### src/heightmap_triangle_sample_top_macros.svh
// Assertion macros shared by the heightmap sampler RTL.
// The macros expect clk and rst_n to be visible where they are used.
`ifndef HEIGHTMAP_TRIANGLE_SAMPLE_TOP_MACROS_SVH
`define HEIGHTMAP_TRIANGLE_SAMPLE_TOP_MACROS_SVH

// Consequent checked in the same cycle as the antecedent.
`define HTS_ASSERT_SAME(label, ante, cons, msg) \
    label: assert property (@(posedge clk) disable iff (!rst_n) (ante) |-> (cons)) \
        else $error(msg);

// Consequent checked in the cycle after the antecedent.
`define HTS_ASSERT_NEXT(label, ante, cons, msg) \
    label: assert property (@(posedge clk) disable iff (!rst_n) (ante) |=> (cons)) \
        else $error(msg);

`endif

### src/hts_pkg.sv
// Package for the heightmap triangle sampler: widths, register indexes,
// command codes, sequencer states and the control bundle. No dependencies.
`default_nettype none

package hts_pkg;

    localparam int MAX_SIDE_DEF = 64;

    localparam int DATA_W     = 32;
    localparam int CFG_IDX_W  = 3;
    localparam int SIDE_CFG_W = 7;
    localparam int FRAC_W     = 16;
    localparam int HGT_W      = 8;
    localparam int SIDX_W     = 12;
    localparam int MUL_W      = 33;
    localparam int PROD_W     = 2 * MUL_W;
    localparam int COEF_W     = 10;
    localparam int ACC_W      = 28;
    localparam int SCALE_W    = 58;
    localparam int TQ_W       = 42;
    localparam int SER_W      = 43;
    localparam int QUO_W      = 34;
    localparam int SUM_W      = 36;

    localparam logic [CFG_IDX_W-1:0] CFG_ORIGIN_X     = 3'd0;
    localparam logic [CFG_IDX_W-1:0] CFG_ORIGIN_Y     = 3'd1;
    localparam logic [CFG_IDX_W-1:0] CFG_ORIGIN_Z     = 3'd2;
    localparam logic [CFG_IDX_W-1:0] CFG_INV_SPACING  = 3'd3;
    localparam logic [CFG_IDX_W-1:0] CFG_HEIGHT_SCALE = 3'd4;
    localparam logic [CFG_IDX_W-1:0] CFG_GRID_SIDE    = 3'd5;

    localparam logic CMD_WRITE = 1'b0;
    localparam logic CMD_QUERY = 1'b1;

    localparam logic [DATA_W-1:0]     INV_SPACING_RST  = 32'h0001_0000;
    localparam logic [DATA_W-1:0]     HEIGHT_SCALE_RST = 32'h0001_0000;
    localparam logic [SIDE_CFG_W-1:0] GRID_SIDE_RST    = 7'd64;

    // 0.001 in Q16.16, kept off the far grid edge when clamping.
    localparam int CLAMP_MARGIN = 66;
    // Half of 255 * 2^16, for round-half-up on the divide by 255 * 2^16.
    localparam int ROUND_BIAS   = 255 * 32768;
    localparam int DIV_CONST    = 255;

    typedef enum logic [4:0] {
        ST_CLEAR,
        ST_IDLE,
        ST_MUL_X,
        ST_MUL_Z,
        ST_GRID_Z,
        ST_CHECK,
        ST_MUL_ROW,
        ST_RD0,
        ST_RD1,
        ST_RD2,
        ST_RD3,
        ST_SEL,
        ST_MUL_A,
        ST_MUL_B,
        ST_ACC,
        ST_SCALE,
        ST_DIV0,
        ST_DIV1,
        ST_DIV2,
        ST_FIN
    } hts_state_t;

    typedef struct packed {
        hts_state_t state;
        logic       ready;
        logic       accept;
        logic       out_load;
    } hts_ctl_t;

endpackage

`default_nettype wire

### src/hts_mul.sv
// Shared signed multiplier of the sampler with a registered product.
// Depends on hts_pkg for the operand width.
`default_nettype none

module hts_mul (
    input  wire logic                                  clk,
    input  wire logic signed [hts_pkg::MUL_W-1:0]      op_a,
    input  wire logic signed [hts_pkg::MUL_W-1:0]      op_b,
    output logic signed      [hts_pkg::PROD_W-1:0]     prod
);

    logic signed [hts_pkg::PROD_W-1:0] prod_reg;

    always_ff @(posedge clk)
    begin
        prod_reg <= op_a * op_b;
    end

    assign prod = prod_reg;

endmodule

`default_nettype wire

### config.mk
export PLATFORM = sky130hd
export DESIGN_NAME = hts_mul
export DESIGN_NICKNAME = d
export VERILOG_FILES = /design/src/heightmap_triangle_sample_top_macros.svh /design/src/hts_pkg.sv /design/src/hts_mul.sv
export SDC_FILE = /design/constraint.sdc
export NUM_CORES = 2
export LEC_CHECK = 0
export BUFFER_PORTS_ARGS = -buffer_cell sky130_fd_sc_hd__buf_2
export CORE_ASPECT_RATIO = 1.25
export CORE_MARGIN = 4
export CORE_UTILIZATION = 58
export DETAILED_ROUTE_END_ITERATION = 6
export PLACE_DENSITY_LB_ADDON = 0.3
export SETUP_SLACK_MARGIN = 0.02
export SLEW_MARGIN = 20
export SYNTH_ARGS = -nofsm -noshare
export SYNTH_HDL_FRONTEND = slang
export SYNTH_SLANG_ARGS = --single-unit
### constraint.sdc
create_clock -name clk -period 10.1 [get_ports clk]
set_input_delay 1.515 -clock clk [delete_from_list [all_inputs] [get_ports clk]]
set_output_delay 1.515 -clock clk [all_outputs]
set_load 0.01 [all_outputs]
==> flow_summary.yaml <==
status:
  status: "completed"
yosys:
  syn-num-nets: 5767
  synth_seq_area_share_pct: 3.244
  synth_cells: 4338
  syn_area_per_cell_um2: 9.390
  synth_common_cells: "fa_1, inv_1, and2_1"
  synth_top_area_share_pct: 56.27
  synth_edf_count: 0
  synth_seq_cells: 66
  synth.most_common_cell: "fa_1"
  synth.area.top_cells: "fa_1, inv_1, and2_1"
  synth_top_area_cell: "fa_1"
  synth-async-reset-ratio_pct: 0
  yosysUniqueCellTypes: 80
  netlist_area_um2: 40730
  ys_warn_count: 0
  synth_ff_type: "dfxtp_1"
cells_and_area:
  multiInputGateArea_um2: 34320
  fillers: 5990
  fin_nets: 5725
  area_growth_pct: 3.956
  drive_gt1_share_pct: 5.138
  final-seq-area_um2: 1321
  largest_register_ffs: 66
critical_path:
  critPathBufInv: 6
  critPathKind: "in -> reg"
  cp_data_required_time_ps: 10390
  worstSetupStartpointType: "primary input"
  end_kind: "flip-flop"
  crit_arrival_ps: 9680
  cpPeakStageDelay_ps: 720
  slowest_stage: "fa_1"
  crit_path_cell_trace: "buf_2, buf_4, and2_1, fa_1, fa_1, inv_1, fa_1, inv_1, fa_1, fa_1, fa_1, fa_1, inv_1, fa_1, inv_1, ha_1, nand4_1, nor2_1, nand2_1, nor3_1, o311ai_4, nand3_2, a211oi_1, a311oi_1"
  critPathMaxFanout: 19
  cp_top_family: "adder cells"
  cp_common_cell: "fa_1"
clocking:
  post_cts.repair.setup_buffers: 0
  cts_tree: "yes"
  cts_sinks: 66
  ctsResizeCount: 0
  clk_path_buf_depth: 2
  cts-hold-fix-buffers: 0
  clockRootBuffer: "clkbuf_16"
  clk_pin_slew_ps: 80
  cts_max_level: 3
  cts_buffers: 9
timing:
  max_freq_mhz: 106.4
  hold_violations: 0
  drv_slew: 0
  slew_headroom_pct: 43.61
  rsz0062_at_grt: "no"
  fin_crit_sh_pct: 93.03
  fin_tns_setup_ps: 0
  finalSetupViolCount: 0
  layout_min_cycle_time_ps: 9396
  tightest_slew_ps: 845.8
flow_run:
  max_cap_viol_count: 0
global_route:
  track_usage_pct: 30.46
  grt_max_degree: 34
  antenna_found_initial: 7
  grt_pass1_wl_um: 174500
  grt_pass1_vias: 32620
  gr-total-overflow: 0
worst_hold_path:
  worstHoldPathType: "in -> reg"
  whs_path_depth: 2
  whs_endpoint: "prod[0]"
  min-delay-start: "op_b[0]"
placed_design:
  gp_congestion: 0.9239
  port_buffers: 132
  detailed_place_hpwl_um: 91300
floorplan:
  ioPinCount: 133
  fp.dieArea_um2: 74560
  chipHeight_um: 304.3
  die_w_um: 245.0
  core_um2: 69460
  start_util_pct: 58.65
  rows: 108
route:
  met3_length_um: 4810
  drt-met1-wl_um: 34860
  top_layer: "met5"
  final_antenna_net_count: 0
  drc_errors: 0
  wire_per_inst_um: 20.53
  drt_iter0_drc: 1611
  dr_total_vias: 28940
  via_per_inst: 5.518
  dr_wl_met2_um: 58460
  wirelength_um: 107700
  drt-pass1-iter-count: 6
==> cell type report <==
cell class | instances | area share (%)
multi-input cells | 2920 | 81.04
inverters | 1131 | 10.03
flip-flops and latches | 66 | 3.120
well taps | 935 | 2.763
repair buffers | 168 | 2.228
clock buffers | 10 | 0.5644
clock inverters | 6 | 0.2127
diodes | 8 | 0.04728
==> logic make-up after synthesis <==
family | after synthesis | synth area share (%)
AO/OA/AOI/OAI | 219 | 4.067
AND/OR/NAND/NOR | 1271 | 15.78
buffers and inverters | 1352 | 12.51
XOR/XNOR | 68 | 1.462
flip-flops | 66 | 3.244
adder cells (fa/ha/maj) | 1362 | 62.94
==> cell usage in the layout (no fill, tap or decap), types with 12 or more instances in the layout <==
cell type,n
fa_1,1145
inv_1,1131
and2_1,562
nand2_1,551
ha_1,217
buf_2,132
nor2_1,68
dfxtp_1,66
a21oi_1,57
xnor2_1,43
a21o_1,36
buf_4,35
o21ai_0,25
nand3_1,25
xor2_1,25
nand2b_1,12
==> per-layer routing <==
| metal | GRT usage [%] | vias up |
|---|---|---|
| li1 | - | 12250 |
| met1 | 33.41 | 15180 |
| met2 | 55.15 | 1089 |
| met3 | 2.908 | 422 |
| met4 | 21.21 | 2 |
| met5 | 0 | - |
==> how the worst max path moves through the flow <==
stage                     slack [ps]  cells past startpoint     start  endpoint
after floorplan                 1350                     23  op_a[32]  prod[62]
after global placement           440                     23   op_b[0]  prod[64]
after detailed placement         480                     23   op_b[0]  prod[64]
after CTS                        840                     23   op_b[0]  prod[64]
after global routing             400                     23   op_b[0]  prod[64]
final                            700                     24   op_b[9]  prod[64]
==> metrics by stage <==
step | cell area, µm² | util, % | hold WS [ps] | setup slack, ps | cells
final | 42350 | 60.97 | 1755 | 704.2 | 5244
after global routing | 42330 | 60.95 | 1754 | 395.2 | 5238
after CTS | 42330 | 60.94 | 1716 | 840.1 | 5236
after detailed placement | 42000 | 60.46 | 1909 | 480.9 | 5220
after global placement | 42000 | 60.46 | 1910 | 444.5 | 5220
after floorplan | 40730 | - | 1642 | 1349 | 4338
Power is not shown: default switching activity piles up to over one toggle a cycle in this logic, so the estimate is an artifact.
