===== src/heightmap_triangle_sample_top_macros.svh =====
// Assertion macros shared by the heightmap sampler RTL.
// The macros expect clk and rst_n to be visible where they are used.
`ifndef HEIGHTMAP_TRIANGLE_SAMPLE_TOP_MACROS_SVH
`define HEIGHTMAP_TRIANGLE_SAMPLE_TOP_MACROS_SVH

// Consequent checked in the same cycle as the antecedent.
`define HTS_ASSERT_SAME(label, ante, cons, msg) \
    label: assert property (@(posedge clk) disable iff (!rst_n) (ante) |-> (cons)) \
        else $error(msg);

// Consequent checked in the cycle after the antecedent.
`define HTS_ASSERT_NEXT(label, ante, cons, msg) \
    label: assert property (@(posedge clk) disable iff (!rst_n) (ante) |=> (cons)) \
        else $error(msg);

`endif


===== src/hts_pkg.sv =====
// Package for the heightmap triangle sampler: widths, register indexes,
// command codes, sequencer states and the control bundle. No dependencies.
`default_nettype none

package hts_pkg;

    localparam int MAX_SIDE_DEF = 64;

    localparam int DATA_W     = 32;
    localparam int CFG_IDX_W  = 3;
    localparam int SIDE_CFG_W = 7;
    localparam int FRAC_W     = 16;
    localparam int HGT_W      = 8;
    localparam int SIDX_W     = 12;
    localparam int MUL_W      = 33;
    localparam int PROD_W     = 2 * MUL_W;
    localparam int COEF_W     = 10;
    localparam int ACC_W      = 28;
    localparam int SCALE_W    = 58;
    localparam int TQ_W       = 42;
    localparam int SER_W      = 43;
    localparam int QUO_W      = 34;
    localparam int SUM_W      = 36;

    localparam logic [CFG_IDX_W-1:0] CFG_ORIGIN_X     = 3'd0;
    localparam logic [CFG_IDX_W-1:0] CFG_ORIGIN_Y     = 3'd1;
    localparam logic [CFG_IDX_W-1:0] CFG_ORIGIN_Z     = 3'd2;
    localparam logic [CFG_IDX_W-1:0] CFG_INV_SPACING  = 3'd3;
    localparam logic [CFG_IDX_W-1:0] CFG_HEIGHT_SCALE = 3'd4;
    localparam logic [CFG_IDX_W-1:0] CFG_GRID_SIDE    = 3'd5;

    localparam logic CMD_WRITE = 1'b0;
    localparam logic CMD_QUERY = 1'b1;

    localparam logic [DATA_W-1:0]     INV_SPACING_RST  = 32'h0001_0000;
    localparam logic [DATA_W-1:0]     HEIGHT_SCALE_RST = 32'h0001_0000;
    localparam logic [SIDE_CFG_W-1:0] GRID_SIDE_RST    = 7'd64;

    // 0.001 in Q16.16, kept off the far grid edge when clamping.
    localparam int CLAMP_MARGIN = 66;
    // Half of 255 * 2^16, for round-half-up on the divide by 255 * 2^16.
    localparam int ROUND_BIAS   = 255 * 32768;
    localparam int DIV_CONST    = 255;

    typedef enum logic [4:0] {
        ST_CLEAR,
        ST_IDLE,
        ST_MUL_X,
        ST_MUL_Z,
        ST_GRID_Z,
        ST_CHECK,
        ST_MUL_ROW,
        ST_RD0,
        ST_RD1,
        ST_RD2,
        ST_RD3,
        ST_SEL,
        ST_MUL_A,
        ST_MUL_B,
        ST_ACC,
        ST_SCALE,
        ST_DIV0,
        ST_DIV1,
        ST_DIV2,
        ST_FIN
    } hts_state_t;

    typedef struct packed {
        hts_state_t state;
        logic       ready;
        logic       accept;
        logic       out_load;
    } hts_ctl_t;

endpackage

`default_nettype wire


===== src/hts_ctrl.sv =====
// Sequencer of the sampler: steps one request through the shared
// multiplier and memory port. Depends on hts_pkg for states and hts_ctl_t.
`default_nettype none

module hts_ctrl (
    input  wire logic              clk,
    input  wire logic              rst_n,
    input  wire logic              in_valid,
    input  wire logic              cmd,
    input  wire logic              clear_busy,
    input  wire logic              miss,
    input  wire logic              out_free,
    output hts_pkg::hts_ctl_t      ctl
);

    hts_pkg::hts_state_t state_reg;
    hts_pkg::hts_state_t state_next;
    logic                accept;

    assign accept = (state_reg == hts_pkg::ST_IDLE) && in_valid;

    always_ff @(posedge clk or negedge rst_n)
    begin
        if (!rst_n)
        begin
            state_reg <= hts_pkg::ST_CLEAR;
        end
        else
        begin
            state_reg <= state_next;
        end
    end

    always_comb
    begin
        state_next = state_reg;
        case (state_reg)
            hts_pkg::ST_CLEAR:
            begin
                if (!clear_busy)
                begin
                    state_next = hts_pkg::ST_IDLE;
                end
            end
            hts_pkg::ST_IDLE:
            begin
                if (accept)
                begin
                    state_next = (cmd == hts_pkg::CMD_QUERY) ? hts_pkg::ST_MUL_X
                                                              : hts_pkg::ST_FIN;
                end
            end
            hts_pkg::ST_MUL_X:   state_next = hts_pkg::ST_MUL_Z;
            hts_pkg::ST_MUL_Z:   state_next = hts_pkg::ST_GRID_Z;
            hts_pkg::ST_GRID_Z:  state_next = hts_pkg::ST_CHECK;
            hts_pkg::ST_CHECK:   state_next = miss ? hts_pkg::ST_FIN : hts_pkg::ST_MUL_ROW;
            hts_pkg::ST_MUL_ROW: state_next = hts_pkg::ST_RD0;
            hts_pkg::ST_RD0:     state_next = hts_pkg::ST_RD1;
            hts_pkg::ST_RD1:     state_next = hts_pkg::ST_RD2;
            hts_pkg::ST_RD2:     state_next = hts_pkg::ST_RD3;
            hts_pkg::ST_RD3:     state_next = hts_pkg::ST_SEL;
            hts_pkg::ST_SEL:     state_next = hts_pkg::ST_MUL_A;
            hts_pkg::ST_MUL_A:   state_next = hts_pkg::ST_MUL_B;
            hts_pkg::ST_MUL_B:   state_next = hts_pkg::ST_ACC;
            hts_pkg::ST_ACC:     state_next = hts_pkg::ST_SCALE;
            hts_pkg::ST_SCALE:   state_next = hts_pkg::ST_DIV0;
            hts_pkg::ST_DIV0:    state_next = hts_pkg::ST_DIV1;
            hts_pkg::ST_DIV1:    state_next = hts_pkg::ST_DIV2;
            hts_pkg::ST_DIV2:    state_next = hts_pkg::ST_FIN;
            hts_pkg::ST_FIN:
            begin
                if (out_free)
                begin
                    state_next = hts_pkg::ST_IDLE;
                end
            end
            default:             state_next = hts_pkg::ST_IDLE;
        endcase
    end

    always_comb
    begin
        ctl.state    = state_reg;
        ctl.ready    = (state_reg == hts_pkg::ST_IDLE);
        ctl.accept   = accept;
        ctl.out_load = (state_reg == hts_pkg::ST_FIN) && out_free;
    end

endmodule

`default_nettype wire


===== config.mk =====
export PLATFORM = sky130hd
export DESIGN_NAME = hts_ctrl
export DESIGN_NICKNAME = d
export VERILOG_FILES = /design/src/heightmap_triangle_sample_top_macros.svh /design/src/hts_pkg.sv /design/src/hts_ctrl.sv
export SDC_FILE = /design/constraint.sdc
export NUM_CORES = 1
export LEC_CHECK = 0
export ABC_CLOCK_PERIOD_IN_PS = 4500
export BUFFER_PORTS_ARGS = -buffer_cell sky130_fd_sc_hd__clkbuf_2
export CORE_AREA = 2 2 39 41
export CTS_CLUSTER_DIAMETER = 60
export CTS_CLUSTER_SIZE = 10
export DETAILED_ROUTE_END_ITERATION = 8
export DIE_AREA = 0 0 41 43
export GPL_TIMING_DRIVEN = 0
export PLACE_DENSITY = 0.56
export RECOVER_POWER = 25
export SETUP_SLACK_MARGIN = 0.15
export SYNTH_ARGS = -nofsm -noshare
export SYNTH_HDL_FRONTEND = slang
export SYNTH_SLANG_ARGS = --single-unit

===== constraint.sdc =====
create_clock -name clk -period 4.5 [get_ports clk]
set_input_delay 0.225 -clock clk [delete_from_list [all_inputs] [get_ports clk]]
set_output_delay 0.225 -clock clk [all_outputs]
set_load 0.03 [all_outputs]

==> flow_summary.ini, run 1 <==
[die]
num_io_pins = 15
initial_core_util_pct = 27.3
core_area_sq_um = 1380
die_h_um = 43
rows = 14
dieArea_sq_um = 1760
die_w_um = 41

[worst_setup_path]
cp_slowest_stage_delay_ps = 530
rr_endpoint = state_reg[4]$_DFFE_PN0P_
reg2reg_slack_ps = 2850
critical_path_class = reg2out
cp_cell_sequence = clkbuf_1, nor4_1, and3_1, buf_4, clkbuf_2
end_kind = output port
rr_startpoint = state_reg[2]$_DFFE_PN0P_
cp_slowest_cell = nor4_1
required_ps = 4280
critPathMaxFanout = 10
start_kind = flip-flop
worstPathArrival_ps = 1890
rr_worst_depth = 5

[sta]
setup_tns_ps = 0
finalHoldViolations = 0
setup_ws_ps = 2380
min_period_ps = 2120
finalCritPeriodShare_pct = 47.0
slew_viol_final = 0
rsz0062_at_grt = false
relSlewSlack_pct = 57.6
fin_hold_ws_ps = 189
max_freq_ghz = 0.473
clock_skew_ps = 5.75
worst_slew_pin_slew_ps = 630
finalSetupViolations = 0

[placed_design]
dpl_worst_slack_ps = 2650
io_buffers = 14
dp_hpwl_um = 658
gp_congestion = 0.777
dp_cells = 75

[logic_synthesis]
synth.avg_cell_area_sq_um = 8.40
ys_seq_area_share_pct = 33.1
ys_types = 31
synth_area_sq_um = 378
ys_warn_count = 0
syn_inst = 45
synth_nets = 52
ys_seq_elements = 5

[power]
p_int_uw = 211
switchingPower_uw = 216
power_frac_clock_pct = 12.2
pwr-share-seq_pct = 22.2
comb_power_share_pct = 65.6
sw_frac_of_total_pct = 50.6
power_leakage_uw = 0.000239
powerDensity_nw_per_um2 = 849
ir_worst_vdd_mv = 0.211

[global_route]
busiest_layer = met1
grt_use_met2_pct = 16.6
grt_pass1_wl_mm = 1.38
grt_usage_pct = 12.1
antenna_found_initial = 0
grt_pass1_vias = 338
met3_usage_pct = 1.57
met1_usage_pct = 16.9
gr-total-overflow = 0
grt_max_degree = 11

[min_path]
hp-class = in2reg
hold_path_end = state_reg[4]$_DFFE_PN0P_
hp-start = out_free
hold_depth = 2

[clock_network]
insertion_delay_ps = 250
post-cts-setup-buffer-count = 0
cts_max_level = 1
max-clock-path-buffers = 2
root_buffer = clkbuf_4
path_clk_slew_ps = 40
cts_tree = done
clkSinkCount = 5
cts-buffers-inserted = 3

[detailed_routing]
drt-wirelength-per-cell_um = 10.8
drt_iter0_markers = 7
num_vias = 386
drc = 0
ant_nets = 0
wl_um = 860
viasPerCell = 4.83
drt_first_pass_iters = 3

[final_layout]
multi_input_area_sq_um = 203
regArea_sq_um = 125
nFillCells = 158
layout_common_cells = clkbuf_2, nor2_1, dfrtp_1
finalNonFillerCells = 80
area_growth_pct = 33.1
layout_commonest_cell = clkbuf_2
drive_gt1_share_pct = 39.1
diodes = 0
finalNetCount = 72
largest_reg_flops = 5

[job]
drv_cap = 0

[status]
outcome = finished, final reports clean
==> critical path, delay by kind of cell (launching register included) <==
kind / cells / cell delay (ps)
simple gates: 2 / 780
flops: 1 / 380
buf+inv: 3 / 500
==> power groups by stage <==
stage	Clock, uW	Combinational (uW)	Sequential, uW
floorplan	0	174	135
global placement	0	281	94.9
detailed placement	0	281	95.8
CTS	54.4	283	95.5
global route	58.1	310	99.2
finish	52.2	280	94.7
==> synthesized netlist by cell type <==
library cell	count	area, sq um
dfrtp_1	5	125
nor2_1	5	18.8
inv_1	4	15.0
buf_4	2	15.0
nand2_1	2	7.51
nor3_1	2	10.0
a2111oi_0	1	8.76
a211o_2	1	10.0
a211oi_1	1	7.51
a21o_2	1	8.76
a21oi_1	1	5.00
a21oi_2	1	8.76
a22oi_1	1	7.51
a311oi_1	1	8.76
a32oi_1	1	8.76
and2_1	1	6.26
and3_1	1	6.26
buf_2	1	5.00
buf_6	1	11.3
clkbuf_1	1	3.75
nand3_1	1	5.00
nand4_1	1	6.26
nor4_1	1	6.26
o21a_1	1	7.51
o21ai_0	1	5.00
o21ai_1	1	5.00
o31ai_1	1	7.51
o41ai_1	1	8.76
or2_2	1	6.26
or4b_4	1	13.8
xnor2_1	1	8.76
==> stage by stage <==
stage,utilization [%],area [sq um],total power (uW)
floorplan,-,378,309
global placement,33.8,468,376
detailed placement,33.8,468,377
CTS,36.4,504,433
global route,36.3,503,467
finish,36.3,503,427
==> routing by layer <==
layer,share of wire [%],up-vias
met3,5.2,2
met2,45,11
met4,2.3,0
li1,-,200
met5,0,-
met1,47,173
==> worst max path at each step <==
stage,from,to,slack (ps),depth (start not counted)
floorplan,state_reg[4]$_DFFE_PN0P_,ctl[2],2760,3
global placement,state_reg[2]$_DFFE_PN0P_,ctl[1],2650,5
detailed placement,state_reg[2]$_DFFE_PN0P_,ctl[1],2650,5
CTS,state_reg[2]$_DFFE_PN0P_,ctl[1],2350,5
global route,state_reg[2]$_DFFE_PN0P_,ctl[1],2190,5
finish,state_reg[2]$_DFFE_PN0P_,ctl[1],2380,5
==> final cells by class <==
class                   count  share of cell area (%)
well taps                  16                    3.98
flip-flops and latches      5                    24.9
inverters                   4                    2.99
multi-input cells          31                    40.3
clock buffers               4                    5.22
plain buffers               5                    6.97
repair buffers             15                    15.7
==> logic make-up after synthesis <==
group / count (synthesis) / share of synthesized area, %
AND/OR/NAND/NOR: 16 / 22.9
AO/OA/AOI/OAI: 14 / 28.5
XOR/XNOR: 1 / 2.32
flip-flops: 5 / 33.1
buffers and inverters: 9 / 13.2
==> repair_timing <==
action / CTS / global route
endpoints found under the hold margin: 5 / 0
resized for setup: 0 / 0
hold buffers: 1 / 0
Note: power is estimated with default switching activity, not from simulation.
==> inputs of run 2 (changes only) <==
--- a/config.mk
+++ b/config.mk
@@ -5,7 +5,7 @@
 export SDC_FILE = /design/constraint.sdc
 export NUM_CORES = 1
 export LEC_CHECK = 0
-export ABC_CLOCK_PERIOD_IN_PS = 4500
+export ABC_CLOCK_PERIOD_IN_PS = 2100
 export BUFFER_PORTS_ARGS = -buffer_cell sky130_fd_sc_hd__clkbuf_2
 export CORE_AREA = 2 2 39 41
 export CTS_CLUSTER_DIAMETER = 60
==> constraint.sdc (replaced) <==
create_clock -name clk -period 2.1 [get_ports clk]
set_input_delay 0.105 -clock clk [delete_from_list [all_inputs] [get_ports clk]]
set_output_delay 0.105 -clock clk [all_outputs]
set_load 0.03 [all_outputs]
==> flow_summary.ini, run 2 (synthesis gave the netlist of run 1 again) <==
[status]
outcome = finished, final reports clean

[worst_setup_path]
cp_slowest_stage_delay_ps = 380
required_ps = 2000
cp_cell_sequence = clkbuf_1, nor4_4, and3_1, buf_4, clkbuf_2
end_kind = output port
critical_path_class = reg2out
rr_startpoint = state_reg[1]$_DFFE_PN0P_
rr_worst_depth = 5
start_kind = flip-flop
worstPathArrival_ps = 1630
critPathMaxFanout = 10
rr_endpoint = state_reg[0]$_DFFE_PN0P_
reg2reg_slack_ps = 580
cp_slowest_cell = dfrtp_1

[placed_design]
io_buffers = 14
dp_hpwl_um = 658
gp_congestion = 0.777

[sta]
min_period_ps = 1730
finalHoldViolations = 0
rsz0062_at_grt = false
slew_viol_final = 0
worst_slew_pin_slew_ps = 476
relSlewSlack_pct = 68.2
finalSetupViolations = 0
finalCritPeriodShare_pct = 82.5
setup_tns_ps = 0
max_freq_ghz = 0.577
clock_skew_ps = 6.11

[final_layout]
finalNetCount = 72
layout_common_cells = clkbuf_2, nor2_1, dfrtp_1
layout_commonest_cell = clkbuf_2
postLayoutCoreUtil_pct = 37.4
drive_gt1_share_pct = 40.6
nFillCells = 154
multi_input_area_sq_um = 218
regArea_sq_um = 125
area_growth_pct = 37.1
largest_reg_flops = 5
diodes = 0

[power]
ir_worst_vdd_mv = 0.466
p_int_uw = 464
comb_power_share_pct = 66.3
sw_frac_of_total_pct = 51.2
pwr-share-seq_pct = 21.9
switchingPower_uw = 488
power_frac_clock_pct = 11.8
power_leakage_uw = 0.000241
powerDensity_nw_per_um2 = 1840

[min_path]
hold_depth = 2
hp-start = out_free
hold_path_end = state_reg[4]$_DFFE_PN0P_
hp-class = in2reg

[detailed_routing]
viasPerCell = 4.98
drc = 0
drt_iter0_markers = 7
ant_nets = 0
drt-wirelength-per-cell_um = 11.3
num_vias = 398
drt_first_pass_iters = 4
wl_um = 900

[clock_network]
cts_tree = done
path_clk_slew_ps = 40
clkSinkCount = 5
root_buffer = clkbuf_4
cts_max_level = 1
insertion_delay_ps = 250
max-clock-path-buffers = 2
cts-buffers-inserted = 3

[global_route]
grt_pass1_wl_mm = 1.42
grt_max_degree = 11
antenna_found_initial = 0
gr-total-overflow = 0
grt_pass1_vias = 354
grt_usage_pct = 12.4

[die]
die_h_um = 43
core_area_sq_um = 1380
dieArea_sq_um = 1760
initial_core_util_pct = 27.3
rows = 14
num_io_pins = 15
die_w_um = 41

[job]
drv_cap = 0
==> run 2: layout make-up <==
type                            count  area share, %
Multi-Input combinational cell     31           42.0
Sequential cell                     5           24.2
Timing Repair Buffer               15           15.2
Buffer                              5           6.76
Clock buffer                        4           5.07
Tap cell                           16           3.86
Inverter                            4           2.90
==> run 2: repair_timing <==
| item | CTS | global route |
|---|---|---|
| gates cloned | 0 | 0 |
| hold buffers | 1 | 0 |
| setup buffers | 0 | 0 |
| setup endpoints to repair | 1 | 1 |
| gates resized for setup | 1 | 1 |
| endpoints found under the hold margin | 5 | 0 |
==> run 2: how the worst max path moves through the flow <==
stage	slack [ps]	from	endpoint
2_1_floorplan	480	state_reg[4]$_DFFE_PN0P_	ctl[2]
3_3_place_gp	370	state_reg[2]$_DFFE_PN0P_	ctl[1]
3_5_place_dp	370	state_reg[2]$_DFFE_PN0P_	ctl[1]
4_1_cts	260	state_reg[1]$_DFFE_PN0P_	ctl[1]
5_1_grt	240	state_reg[2]$_DFFE_PN0P_	ctl[1]
6_report	370	state_reg[2]$_DFFE_PN0P_	ctl[1]
==> run 2: per-layer routing <==
layer	part of all wire, %	track usage, %
met1	45	17.2
met2	47	17.2
met3	5.9	1.57
met4	2.3	8.00
met5	0	0
==> run 2: power by group through the flow <==
stage | sequential [uW] | combinational (uW) | clock (uW)
after floorplan | 290 | 372 | 0
after global placement | 203 | 602 | 0
after detailed placement | 205 | 602 | 0
after CTS | 206 | 615 | 117
after global routing | 217 | 694 | 124
final | 209 | 631 | 112
==> run 2: through the flow <==
stage	setup slack, ps	total power, uW	hold WS (ps)	area [sq um]	cells
final	368	951	68.6	518	80
after global routing	243	1040	76.5	518	80
after CTS	259	938	64.7	510	80
after detailed placement	374	807	-77.7	468	75
after global placement	366	805	-76.1	468	75
after floorplan	476	662	-191	378	45
==> run 2: critical path, delay by kind of cell, from the launching register on <==
| kind | cells | cell delay, ps |
|---|---|---|
| DFF | 1 | 380 |
| buffers and inverters | 3 | 530 |
| and+or+nand+nor | 2 | 490 |
==> inputs of run 3 (changes only) <==
--- a/config.mk
+++ b/config.mk
@@ -5,7 +5,7 @@
 export SDC_FILE = /design/constraint.sdc
 export NUM_CORES = 1
 export LEC_CHECK = 0
-export ABC_CLOCK_PERIOD_IN_PS = 2100
+export ABC_CLOCK_PERIOD_IN_PS = 1500
 export BUFFER_PORTS_ARGS = -buffer_cell sky130_fd_sc_hd__clkbuf_2
 export CORE_AREA = 2 2 39 41
 export CTS_CLUSTER_DIAMETER = 60
@@ -13,7 +13,7 @@
 export DETAILED_ROUTE_END_ITERATION = 8
 export DIE_AREA = 0 0 41 43
 export GPL_TIMING_DRIVEN = 0
-export PLACE_DENSITY = 0.56
+export PLACE_DENSITY = 0.58
 export RECOVER_POWER = 25
 export SETUP_SLACK_MARGIN = 0.15
 export SYNTH_ARGS = -nofsm -noshare
==> constraint.sdc (replaced) <==
create_clock -name clk -period 1.5 [get_ports clk]
set_input_delay 0.075 -clock clk [delete_from_list [all_inputs] [get_ports clk]]
set_output_delay 0.075 -clock clk [all_outputs]
set_load 0.03 [all_outputs]
==> flow_summary.ini, run 3 (synthesis gave the netlist of run 1 again) <==
[status]
outcome = finished, violations left
violations = setup timing

[final_layout]
finalNonFillerCells = 89
nFillCells = 136
drive_gt1_share_pct = 56.2
area_growth_pct = 71.2
largest_reg_flops = 5
diodes = 0
multi_input_area_sq_um = 235
layout_common_cells = buf_4, clkbuf_2, inv_1
regArea_sq_um = 128
finalNetCount = 81

[global_route]
antenna_found_initial = 0
grt_pass1_wl_mm = 1.60
grt_max_degree = 11
gr-total-overflow = 0
grt_pass1_vias = 406
grt_usage_pct = 13.8

[detailed_routing]
ant_nets = 0
drt-wirelength-per-cell_um = 13.5
wl_mm = 1.20
drt_iter0_markers = 13
drc = 0
drt_first_pass_iters = 4
viasPerCell = 5.33
num_vias = 474

[worst_setup_path]
cp_slowest_stage_delay_ps = 400
start_kind = flip-flop
critical_path_class = reg2out
required_ps = 1420
end_kind = output port
critPathMaxFanout = 4
cp_cell_sequence = buf_6, nor4_4, and3_1, buf_4, buf_8
crit_buf_inv = 3
cp_slowest_cell = dfrtp_2
worstPathArrival_ps = 1500
cp_top_family = simple AND/OR/NAND/NOR gates

[power]
switchingPower_uw = 802
powerDensity_nw_per_um2 = 2600
ir_worst_vdd_mv = 0.730
p_int_uw = 881
sw_frac_of_total_pct = 47.7
power_frac_clock_pct = 9.4
comb_power_share_pct = 72.6
power_leakage_uw = 0.000298
pwr-share-seq_pct = 17.9

[clock_network]
insertion_delay_ps = 250
cts-buffers-inserted = 3
path_clk_slew_ps = 40
clkSinkCount = 5
max-clock-path-buffers = 2
root_buffer = clkbuf_4
cts_max_level = 1
cts_tree = done

[placed_design]
dp_hpwl_um = 685
io_buffers = 14
dp_cells = 75
gp_congestion = 0.782
dpl_worst_slack_ps = -33.8

[die]
rows = 14
dieArea_sq_um = 1760
die_h_um = 43
initial_core_util_pct = 27.3
die_w_um = 41
core_area_sq_um = 1380
num_io_pins = 15

[min_path]
hp-class = in2reg

[sta]
relSlewSlack_pct = 71.9
max_freq_ghz = 0.635
min_period_ps = 1570
slew_viol_final = 0
clock_skew_ps = 2.59
setup_ws_ps = -73.7
worst_slew_pin_slew_ps = 416
finalCritPeriodShare_pct = 105
finalSetupViolations = 4
setup_tns_ps = -133
finalHoldViolations = 0
rsz0062_at_grt = true

[job]
drv_cap = 0
-- run 3: cell count changes in the layout (fill, tap and decap cells not counted), moves of 2 or more --
cell      previous run  this run
dfrtp_2              0         2
dfrtp_1              5         3
clkbuf_8             0         3
clkbuf_2            13        10
nor2_1               5         3
buf_4                2        10
nor2_2               0         2
-- run 3: path summary, 6_finish.rpt --
| path | start | endpoint | slack, ps | cells past startpoint |
|---|---|---|---|---|
| setup / recovery | state_reg[1]$_DFFE_PN0P_ | ctl[1] | -70 | 5 |
| hold / removal | clear_busy | state_reg[0]$_DFFE_PN0P_ | 50 | 2 |
| setup reg to reg | state_reg[1]$_DFFE_PN0P_ | state_reg[4]$_DFFE_PN0P_ | -30 | 6 |
| hold reg to reg | state_reg[4]$_DFFE_PN0P_ | state_reg[3]$_DFFE_PN0P_ | 680 | 3 |
| max in group asynchronous | rst_n | state_reg[1]$_DFFE_PN0P_ | 1080 | 2 |
| min in group asynchronous | rst_n | state_reg[0]$_DFFE_PN0P_ | 200 | 2 |
-- run 3: through the flow --
stage | hold WS, ps | util, % | power, uW | cell area (sq um)
floorplan | -221 | - | 960 | 393
global placement | -105 | 34.9 | 1150 | 483
detailed placement | -107 | 34.9 | 1160 | 483
CTS | 37.6 | 45.1 | 1570 | 624
global route | 48.4 | 46.7 | 1770 | 647
finish | 45.9 | 46.7 | 1680 | 647
-- run 3: final cells by class --
| cell class | count | area share (%) |
|---|---|---|
| buffer | 5 | 7.54 |
| clock buffer | 4 | 4.06 |
| inverter | 4 | 2.32 |
| multi-input combinational | 31 | 36.4 |
| sequential | 5 | 19.7 |
| tap | 16 | 3.09 |
| timing repair buffer | 24 | 26.9 |
-- run 3: power groups by stage --
stage | registers, uW | logic [uW] | clock network [uW]
after global routing | 314 | 1290 | 168
after global placement | 293 | 857 | 0
after CTS | 300 | 1110 | 161
after floorplan | 416 | 544 | 0
final | 302 | 1220 | 159
after detailed placement | 298 | 862 | 0
-- run 3: repair_timing --
action / in CTS / in global routing
gates resized for setup: 11 / 4
endpoints found under the hold margin: 5 / 0
pin swaps: 5 / 4
buffers inserted: 7 / 2
endpoints found under the setup margin: 5 / 6
hold buffers: 1 / 0
-- run 3: per-layer routing --
metal  wire, um  GRT usage [%]  share of wire, %
met4         42           14.0               3.5
met5          0              0                 0
met1        476           14.4                40
met3         80          0.524               6.7
met2        601           22.2                50
